===== config.mk =====
export PLATFORM = sky130hd
export DESIGN_NAME = sli_ram
export DESIGN_NICKNAME = d
export VERILOG_FILES = /design/src/sli_ram.sv
export SDC_FILE = /design/constraint.sdc
export NUM_CORES = 2
export LEC_CHECK = 0
export BUFFER_PORTS_ARGS = -buffer_cell sky130_fd_sc_hd__buf_2
export CORE_MARGIN = 1
export CORE_UTILIZATION = 38
export CTS_CLUSTER_SIZE = 16
export DETAILED_ROUTE_END_ITERATION = 7
export PLACE_DENSITY = 0.62
export REMOVE_ABC_BUFFERS = 1
export SLEW_MARGIN = 20
export SYNTH_ARGS = -nofsm -noshare
export SYNTH_HDL_FRONTEND = slang
export SYNTH_SLANG_ARGS = --single-unit

===== constraint.sdc =====
create_clock -name i_clk -period 4.4 [get_ports i_clk]
set_input_delay 0.88 -clock i_clk [delete_from_list [all_inputs] [get_ports i_clk]]
set_output_delay 0.88 -clock i_clk [all_outputs]
set_load 0.005 [all_outputs]

===== src/sli_ram.sv =====
`timescale 1ns / 1ps
`default_nettype none

module sli_ram #(
    parameter int DEPTH = 128,
    parameter int AW    = 7
) (
    input  wire logic                 i_clk,
    input  wire logic                 i_we,
    input  wire logic [AW-1:0]        i_waddr,
    input  wire logic signed [31:0]   i_wdata,
    input  wire logic                 i_re,
    input  wire logic [AW-1:0]        i_raddr,
    output logic signed [31:0]        o_rdata
);

    logic signed [31:0] r_mem [DEPTH];

    always_ff @(posedge i_clk) begin
        if (i_we) begin
            r_mem[i_waddr] <= i_wdata;
        end
    end

    always_ff @(posedge i_clk) begin
        if (i_re) begin
            o_rdata <= r_mem[i_raddr];
        end
    end

endmodule

`default_nettype wire


==> out/qor.yml <==
global_routing:
  grt_pass1_vias: 71633
  grt_pass1_wl_um: 568000
  antenna_found_initial: 76
  grt_overflow: 0
  grtUsageTotal: 0.195
  grt_max_degree: 115
place:
  placed_cells: 11600
  pre_cts_ws_ns: 0.0669
  place_area_sq_um: 169000
  hpwl_um: 228000
  port_buffers: 80
  gp_congestion: 0.788
die:
  io_pins: 81
  die_y_um: 644
  dieWidth_um: 644
  initial_utilization: 0.382
  core_area_sq_um: 410000
  die_area_sq_um: 415000
  fp-row-count: 235
yosys:
  syn_area_per_cell_sq_um: 26.1
  yosysUniqueCellTypes: 16
  syn_inst: 5990
  netlist_area_sq_um: 157000
  synth_top_area_cell: "edfxtp_1"
  ys_seq_elements: 4128
  ys_warn_count: 0
  synth_area_leaders: "edfxtp_1, mux4_2, clkbuf_1"
  synth-seq-area-share: 0.792
  synth_top_area_frac: 0.792
outcome:
  status: "complete, no violations"
cells_and_area:
  syn_to_final_growth_pct: 15.8
  multi_input_area_sq_um: 32300
  design_area_sq_um: 181000
  finish.utilization: 0.443
  final_cell_mix: "edfxtp_1, mux4_2, clkbuf_16"
  fillerInstances: 33660
  ff_latch_area_sq_um: 124000
  drive_gt1_frac: 0.369
  layout.nets: 6593
  final_cells: 12380
  layout.cells.most_common: "edfxtp_1"
sta:
  setup_violations: 0
  tightest_slew_ns: 1.11
  relSlewSlack: 0.261
  finalHoldViolations: 0
  setup_ws_ns: 1.03
  hold_ws_ns: 0.269
  fin_crit_sh: 0.765
  drv_slew: 0
  clock.fmax_mhz: 297
  rsz0062_at_grt: "false"
  clock-skew-final_ns: 0.0540
  timing.setup.tns_ns: 0
  period_minus_slack_ns: 3.37
drt:
  vias_per_cell: 5.76
  vias: 71313
  drt_wl_total_um: 410000
  wl_per_cell_um: 33.1
  ant_nets: 0
  drc: 0
  first_pass_iters: 5
  drtIter0Drc: 9119
clocking:
  path_clk_slew_ns: 0.07
  holdBufCountCts: 0
  cts_buffers: 391
  htree_levels: 5
  cts_setup_buffers: 0
  cts_resized: 0
  clock-sinks: 4128
  clk_path_buf_depth: 4
  clock-root-buffer: "clkbuf_16"
  clk_latency_ns: 0.93
  cts_tree: "done"
power_and_ir_drop:
  p_leak_nw: 55.0
  p_int_mw: 63.8
  switching_power_mw: 17.0
  p_total_mw: 80.7
  powerDensity_nw_per_um2: 445
  p_seq_frac: 0.540
  pwr-share-clk: 0.407
  swShare: 0.210
  pwr-share-comb: 0.053
  ir_worst_vdd_mv: 0.312
run:
  maxCapViolCount: 0
worst_setup_path:
  crit_fanout: 22
  worstPathCellList: "buf_12, buf_12, buf_12, buf_4, mux4_2, mux4_2, mux4_2, mux2_2"
  critPathSlowestCell: "mux4_2"
  worstSetupEndpointType: "flip-flop"
  worstSetupPathType: "in -> reg"
  max_stage_delay_ns: 0.67
  start_kind: "input pin"
  required_ns: 5.07
  cp_data_arrival_time_ns: 4.04
worst_hold_path:
  hold_class: "in -> reg"
## logic make-up after synthesis
group / synth area share
buffers and inverters: 0.00837
DFF: 0.792
muxes: 0.196
and+or+nand+nor: 0.00445
## cell type report
class / count / share of cell area
clock inverters: 221 / 0.0109
repair buffers: 477 / 0.0320
diodes: 78 / 0.00108
well taps: 5451 / 0.0376
flip-flops and latches: 4128 / 0.683
multi-input cells: 1546 / 0.178
clock buffers: 479 / 0.0570
## cell usage after synthesis, drive strengths merged
cell type     n
or3           1
nand4         3
nand2b        2
nand2        14
nand3        12
mux2         32
buf         134
edfxtp     4128
clkbuf      182
nor2b         7
mux4       1344
nor3          9
nor2        122
## worst max-delay path: cells and delay by family
family	cells	cell delay, ns
muxes	4	2.08
buffers and inverters	4	0.96
## metal layers
metal	vias up	part of all wire	global-route usage
met5	-	0.00019	0
met2	3402	0.49	0.323
li1	27639	-	-
met4	12	0.028	0.0558
met3	523	0.086	0.0355
met1	39737	0.39	0.266
## registers in the layout (all words and copies together) (netlist names)
| name | cells |
|---|---|
| o_rdata | 32 |
| r_mem | 4096 |
## final timing paths
| check | depth (start not counted) | start | slack [ns] | to |
|---|---|---|---|---|
| setup / recovery | 8 | i_raddr[0] | 1.03 | o_rdata[22]$_DFFE_PP_ |
| hold / removal | 1 | i_wdata[24] | 0.27 | r_mem[85][24]$_DFFE_PP_ |
| setup reg to reg | 4 | r_mem[23][26]$_DFFE_PP_ | 1.62 | o_rdata[26]$_DFFE_PP_ |
| hold reg to reg | 4 | r_mem[126][17]$_DFFE_PP_ | 1.20 | o_rdata[17]$_DFFE_PP_ |
## power groups by stage
stage,clock (mW),combinational (mW),sequential (mW)
floorplan,0,1.60,44.3
detailed placement,0,4.27,44.5
global route,34.8,4.44,43.6
finish,32.9,4.26,43.6
CTS,33.3,4.28,43.6
global placement,0,4.19,44.4
Note: power is estimated with default switching activity, not from simulation.
