## config.mk

```make
export PLATFORM = sky130hd
export DESIGN_NAME = sli_ctrl
export DESIGN_NICKNAME = d
export VERILOG_FILES = /design/src/sli_pkg.sv /design/src/sli_ctrl.sv
export SDC_FILE = /design/constraint.sdc
export NUM_CORES = 1
export LEC_CHECK = 0
export ABC_AREA = 1
export BUFFER_PORTS_ARGS = -buffer_cell sky130_fd_sc_hd__buf_4
export CAP_MARGIN = 20
export CORE_MARGIN = 1.5
export CORE_UTILIZATION = 52
export CTS_CLUSTER_SIZE = 20
export DETAILED_ROUTE_END_ITERATION = 8
export PLACE_DENSITY = 0.86
export SETUP_SLACK_MARGIN = 0.1
export SKIP_CTS_REPAIR_TIMING = 1
export SYNTH_ARGS = -nofsm -noshare
export SYNTH_HDL_FRONTEND = slang
export SYNTH_SLANG_ARGS = --single-unit
```

## constraint.sdc

```tcl
create_clock -name i_clk -period 3.3 [get_ports i_clk]
set_input_delay 0.33 -clock i_clk [delete_from_list [all_inputs] [get_ports i_clk]]
set_output_delay 0.33 -clock i_clk [all_outputs]
set_load 0.05 [all_outputs]
```

## src/sli_pkg.sv

```systemverilog
`timescale 1ns / 1ps
`default_nettype none

package sli_pkg;

    typedef enum logic [1:0] {
        OP_ADD     = 2'd0,
        OP_DELETE  = 2'd1,
        OP_CLEAR   = 2'd2,
        OP_INVALID = 2'd3
    } t_op;

    typedef enum logic [1:0] {
        ST_OK    = 2'd0,
        ST_FULL  = 2'd1,
        ST_BADOP = 2'd2
    } t_status;

    localparam int unsigned COUNT_W = 8;

    typedef struct packed {
        t_status              status;
        logic                 found;
        logic [COUNT_W-1:0]   count;
    } t_result;

endpackage

`default_nettype wire

```

## src/sli_ctrl.sv

```systemverilog
`timescale 1ns / 1ps
`default_nettype none

module sli_ctrl #(
    parameter int CAPACITY = 128,
    parameter int AW       = 7,
    parameter int CW       = 8
) (
    input  wire logic                 i_clk,
    input  wire logic                 i_rst_n,
    input  wire logic                 i_in_valid,
    output logic                      o_in_stall,
    input  wire logic [1:0]           i_operation,
    input  wire logic signed [31:0]   i_value,
    output logic                      o_res_valid,
    input  wire logic                 i_res_ack,
    output sli_pkg::t_result          o_res,
    output logic                      o_we,
    output logic [AW-1:0]             o_waddr,
    output logic signed [31:0]        o_wdata,
    output logic                      o_re,
    output logic [AW-1:0]             o_raddr,
    input  wire logic signed [31:0]   i_rdata
);

    import sli_pkg::*;

    localparam logic [CW-1:0] CapCount = CW'(CAPACITY);

    typedef enum logic [2:0] {
        S_IDLE,
        S_ADD_RD,
        S_ADD_CMP,
        S_DEL_RD,
        S_DEL_CMP,
        S_DONE
    } t_state;

    t_state             r_state;
    logic [CW-1:0]      r_count;
    logic [CW-1:0]      r_k;
    logic signed [31:0] r_value;
    logic               r_found;
    t_status            r_status;
    logic [CW-1:0]      k_dec;

    assign k_dec = r_k - 1'b1;

    // Memory accesses follow the state: a read is issued in a read state and
    // its data is used in the following compare state.
    always_comb begin
        o_we    = 1'b0;
        o_waddr = '0;
        o_wdata = i_rdata;
        o_re    = 1'b0;
        o_raddr = '0;
        unique case (r_state)
            S_ADD_RD: begin
                if (r_k == '0) begin
                    o_we    = 1'b1;
                    o_wdata = r_value;
                end else begin
                    o_re    = 1'b1;
                    o_raddr = k_dec[AW-1:0];
                end
            end
            S_ADD_CMP: begin
                // Entries greater than the new code move up one place.
                o_we    = 1'b1;
                o_waddr = r_k[AW-1:0];
                o_wdata = (r_value < i_rdata) ? i_rdata : r_value;
            end
            S_DEL_RD: begin
                if (r_k != r_count) begin
                    o_re    = 1'b1;
                    o_raddr = r_k[AW-1:0];
                end
            end
            S_DEL_CMP: begin
                // Past the removed entry, every entry moves down one place.
                if (r_found) begin
                    o_we    = 1'b1;
                    o_waddr = k_dec[AW-1:0];
                end
            end
            default: begin
            end
        endcase
    end

    always_ff @(posedge i_clk) begin
        if (!i_rst_n) begin
            r_state  <= S_IDLE;
            r_count  <= '0;
            r_k      <= '0;
            r_found  <= 1'b0;
            r_status <= ST_OK;
        end else begin
            unique case (r_state)
                S_IDLE: begin
                    if (i_in_valid) begin
                        r_value  <= i_value;
                        r_found  <= 1'b0;
                        r_status <= ST_OK;
                        unique case (t_op'(i_operation))
                            OP_ADD: begin
                                if (r_count >= CapCount) begin
                                    r_status <= ST_FULL;
                                    r_state  <= S_DONE;
                                end else begin
                                    r_k     <= r_count;
                                    r_state <= S_ADD_RD;
                                end
                            end
                            OP_DELETE: begin
                                r_k     <= '0;
                                r_state <= S_DEL_RD;
                            end
                            OP_CLEAR: begin
                                r_count <= '0;
                                r_state <= S_DONE;
                            end
                            OP_INVALID: begin
                                r_status <= ST_BADOP;
                                r_state  <= S_DONE;
                            end
                            default: begin
                                r_status <= ST_BADOP;
                                r_state  <= S_DONE;
                            end
                        endcase
                    end
                end
                S_ADD_RD: begin
                    if (r_k == '0) begin
                        r_count <= r_count + 1'b1;
                        r_state <= S_DONE;
                    end else begin
                        r_state <= S_ADD_CMP;
                    end
                end
                S_ADD_CMP: begin
                    if (r_value < i_rdata) begin
                        r_k     <= k_dec;
                        r_state <= S_ADD_RD;
                    end else begin
                        r_count <= r_count + 1'b1;
                        r_state <= S_DONE;
                    end
                end
                S_DEL_RD: begin
                    if (r_k == r_count) begin
                        if (r_found) begin
                            r_count <= r_count - 1'b1;
                        end
                        r_state <= S_DONE;
                    end else begin
                        r_state <= S_DEL_CMP;
                    end
                end
                S_DEL_CMP: begin
                    if (!r_found && (i_rdata == r_value)) begin
                        r_found <= 1'b1;
                    end
                    r_k     <= r_k + 1'b1;
                    r_state <= S_DEL_RD;
                end
                S_DONE: begin
                    if (i_res_ack) begin
                        r_state <= S_IDLE;
                    end
                end
                default: begin
                    r_state <= S_IDLE;
                end
            endcase
        end
    end

    assign o_in_stall   = (r_state != S_IDLE);
    assign o_res_valid  = (r_state == S_DONE);
    assign o_res.status = r_status;
    assign o_res.found  = r_found;
    assign o_res.count  = COUNT_W'(r_count);

endmodule

`default_nettype wire
```

==> results.json <==
{
  "worstMarginPinSlew_ps": 733,
  "yosys.area.top_type": "edfxtp_1",
  "yosysMostFrequentCell": "nand2_1",
  "ant_nets": 0,
  "nFillCells": 596,
  "rsz0062_at_grt": "yes",
  "syn_area_per_cell_um2": 7.54,
  "ys_types": 45,
  "cts.sinks": 54,
  "drt_wl_total_um": 12800,
  "power.static_leakage_nw": 2.65,
  "final_nets": 816,
  "coreArea_um2": 7810,
  "fin_area_um2": 5590,
  "syn_nets": 678,
  "synth-async-reset-ratio_pct": 0,
  "top_level_ports": 131,
  "finalSetupTns_ps": 0,
  "total_power_mw": 5.07,
  "clock_latency_ps": 320,
  "grt_use_met3_pct": 3.41,
  "skew_ps": 12.8,
  "ys_seq_elements": 54,
  "rows": 32,
  "synth_edf_count": 32,
  "drive_gt1_share_pct": 27.4,
  "wire_per_inst_um": 15.9,
  "synth_commonest_cells": "134 x nand2_1, 69 x inv_1, 47 x a21oi_1",
  "finalMaxSlewViolations": 0,
  "h-tree-depth": 2,
  "die_w_um": 93.3,
  "status": "finished, final reports clean",
  "dieArea_um2": 8710,
  "critPathCaptureType": "output pin",
  "fmax_ghz": 0.325,
  "finalHoldViolCount": 0,
  "dpl_cell_area_um2": 5260,
  "clk_pin_slew_ps": 100,
  "grt_use_met2_pct": 46.2,
  "globalRouteMet1Util_pct": 34.6,
  "critPathBufInv": 2,
  "firstDrtPassIters": 5,
  "maxCapViolations": 0,
  "cts_tree": "done",
  "initial_core_util_pct": 54.4,
  "synth.yosys.seq_area_share_pct": 33.0,
  "hold_path_class": "input pin to register",
  "crit_required_ps": 2970,
  "critPathTopFamily": "simple AND/OR/NAND/NOR gates",
  "ys_top_cells_by_area": "edfxtp_1 23%, ha_1 13%, nand2_1 12%",
  "crit_arrival_ps": 2750,
  "overflow": 0,
  "slowest_delay_ps": 410,
  "grt_antenna_before_repair": 0,
  "fin_crit_sh_pct": 93.2,
  "hpwl_um": 9230,
  "dp.cells": 783,
  "slowest_stage": "edfxtp_1",
  "post-route-util_pct": 71.6,
  "grt_pass1_wl_um": 18800,
  "numCtsBuffers": 5,
  "worstPathCellList": "ha_1 > a21oi_1 > o21ai_0 > nand2_1 > nand2_1 > a21oi_2 > nand2_1 > nand2_1 > nand3_4 > buf_4 > nand2_4 > nand2_1 > o21ai_1 > buf_4",
  "gp_congestion": 0.915,
  "crit_type": "register to output pin",
  "grt_use_total_pct": 26.8,
  "critPathMaxFanout": 8,
  "synth-main-ff-cell": "edfxtp_1",
  "cp-start-kind": "register",
  "slew_headroom_pct": 51.2,
  "synth_cells": 563,
  "grt.busiest_layer": "met2",
  "dieHeight_um": 93.3,
  "syn_area_um2": 4240,
  "grt_pass1_vias": 4081,
  "root_buffer": "clkbuf_8",
  "finalNonFillerCells": 804,
  "powerDensity_nw_per_um2": 908,
  "antenna_cells": 0,
  "syn_to_final_growth_pct": 31.7,
  "fin_crit_ps": 3080,
  "yosysWarnings": 0,
  "cpMostUsedCell": "nand2_1",
  "drt_iter0_drc": 468,
  "grt_max_degree": 63,
  "ir_worst_vdd_mv": 0.809,
  "drcViolationCount": 0,
  "clockBufferDepth": 2,
  "dr_total_vias": 4578,
  "setup-violations-final": 0,
  "viasPerCell": 5.69,
  "synth_top_area_share_pct": 22.6,
  "port_buffers": 130
}
## layer usage
metal  vias up  wire [um]
met1      2099       5100
met5         -          0
met4         0        335
met3        39        997
met2       254       6320
li1       2186          -
## kinds of logic after synthesis
| kind of cell | Yosys count | synth area share (%) |
|---|---|---|
| buffers and inverters | 96 | 10.1 |
| adders and majority gates | 45 | 13.4 |
| AOI/OAI and AO/OA | 122 | 16.2 |
| and+or+nand+nor | 235 | 25.0 |
| xor gates and xnor gates | 11 | 2.27 |
| DFF | 54 | 33.0 |
## per-stage QoR
| stage | hold slack [ps] | setup WS, ps |
|---|---|---|
| global placement | 456 | 278 |
| global route | 174 | 28.1 |
| finish | 182 | 225 |
| detailed placement | 474 | 168 |
| floorplan | 429 | 196 |
| CTS | 182 | -106 |
## layout by cell type, fill, tap and decap left out, types with 22 or more instances in the layout
cell type / synthesis / layout
a21oi_1: 47 / 46
edfxtp_1: 32 / 32
nor2_1: 44 / 42
nand2_1: 134 / 133
ha_1: 44 / 43
o21ai_1: 19 / 25
inv_1: 69 / 69
nand3_1: 23 / 23
buf_4: 5 / 134
dfxtp_1: 22 / 22
## final timing paths
kind	endpoint	start	slack, ps	depth (start not counted)
worst max-delay path	o_wdata[20]	r_value[27]	220	14
worst min-delay path	r_value[19]	i_value[19]	180	1
worst max register to register	r_k[2]	r_value[27]	820	14
worst min register to register	r_status[1]	r_status[1]	480	2
## flip-flops by register name, indices dropped and copies added, names as in the netlist
signal	count
r_value	32
r_state	3
r_count	8
r_status	2
r_k	8
r_found	1
## where the power goes
part / leakage (nW) / internal, mW / switching, mW
logic: 2.12 / 1.11 / 2.47
registers: 0.475 / 0.871 / 0.176
clock network: 0.0524 / 0.227 / 0.216
## final cells by class
type	instances	area, um^2	share of cell area, %
Tap cell	102	128	2.28
Multi-Input combinational cell	417	2540	45.4
Timing Repair Buffer	141	1090	19.6
Clock buffer	7	76.3	1.37
Sequential cell	54	1400	25.1
Inverter	82	323	5.78
Clock inverter	1	30.0	0.537
Note: power is estimated with default switching activity, not from simulation.
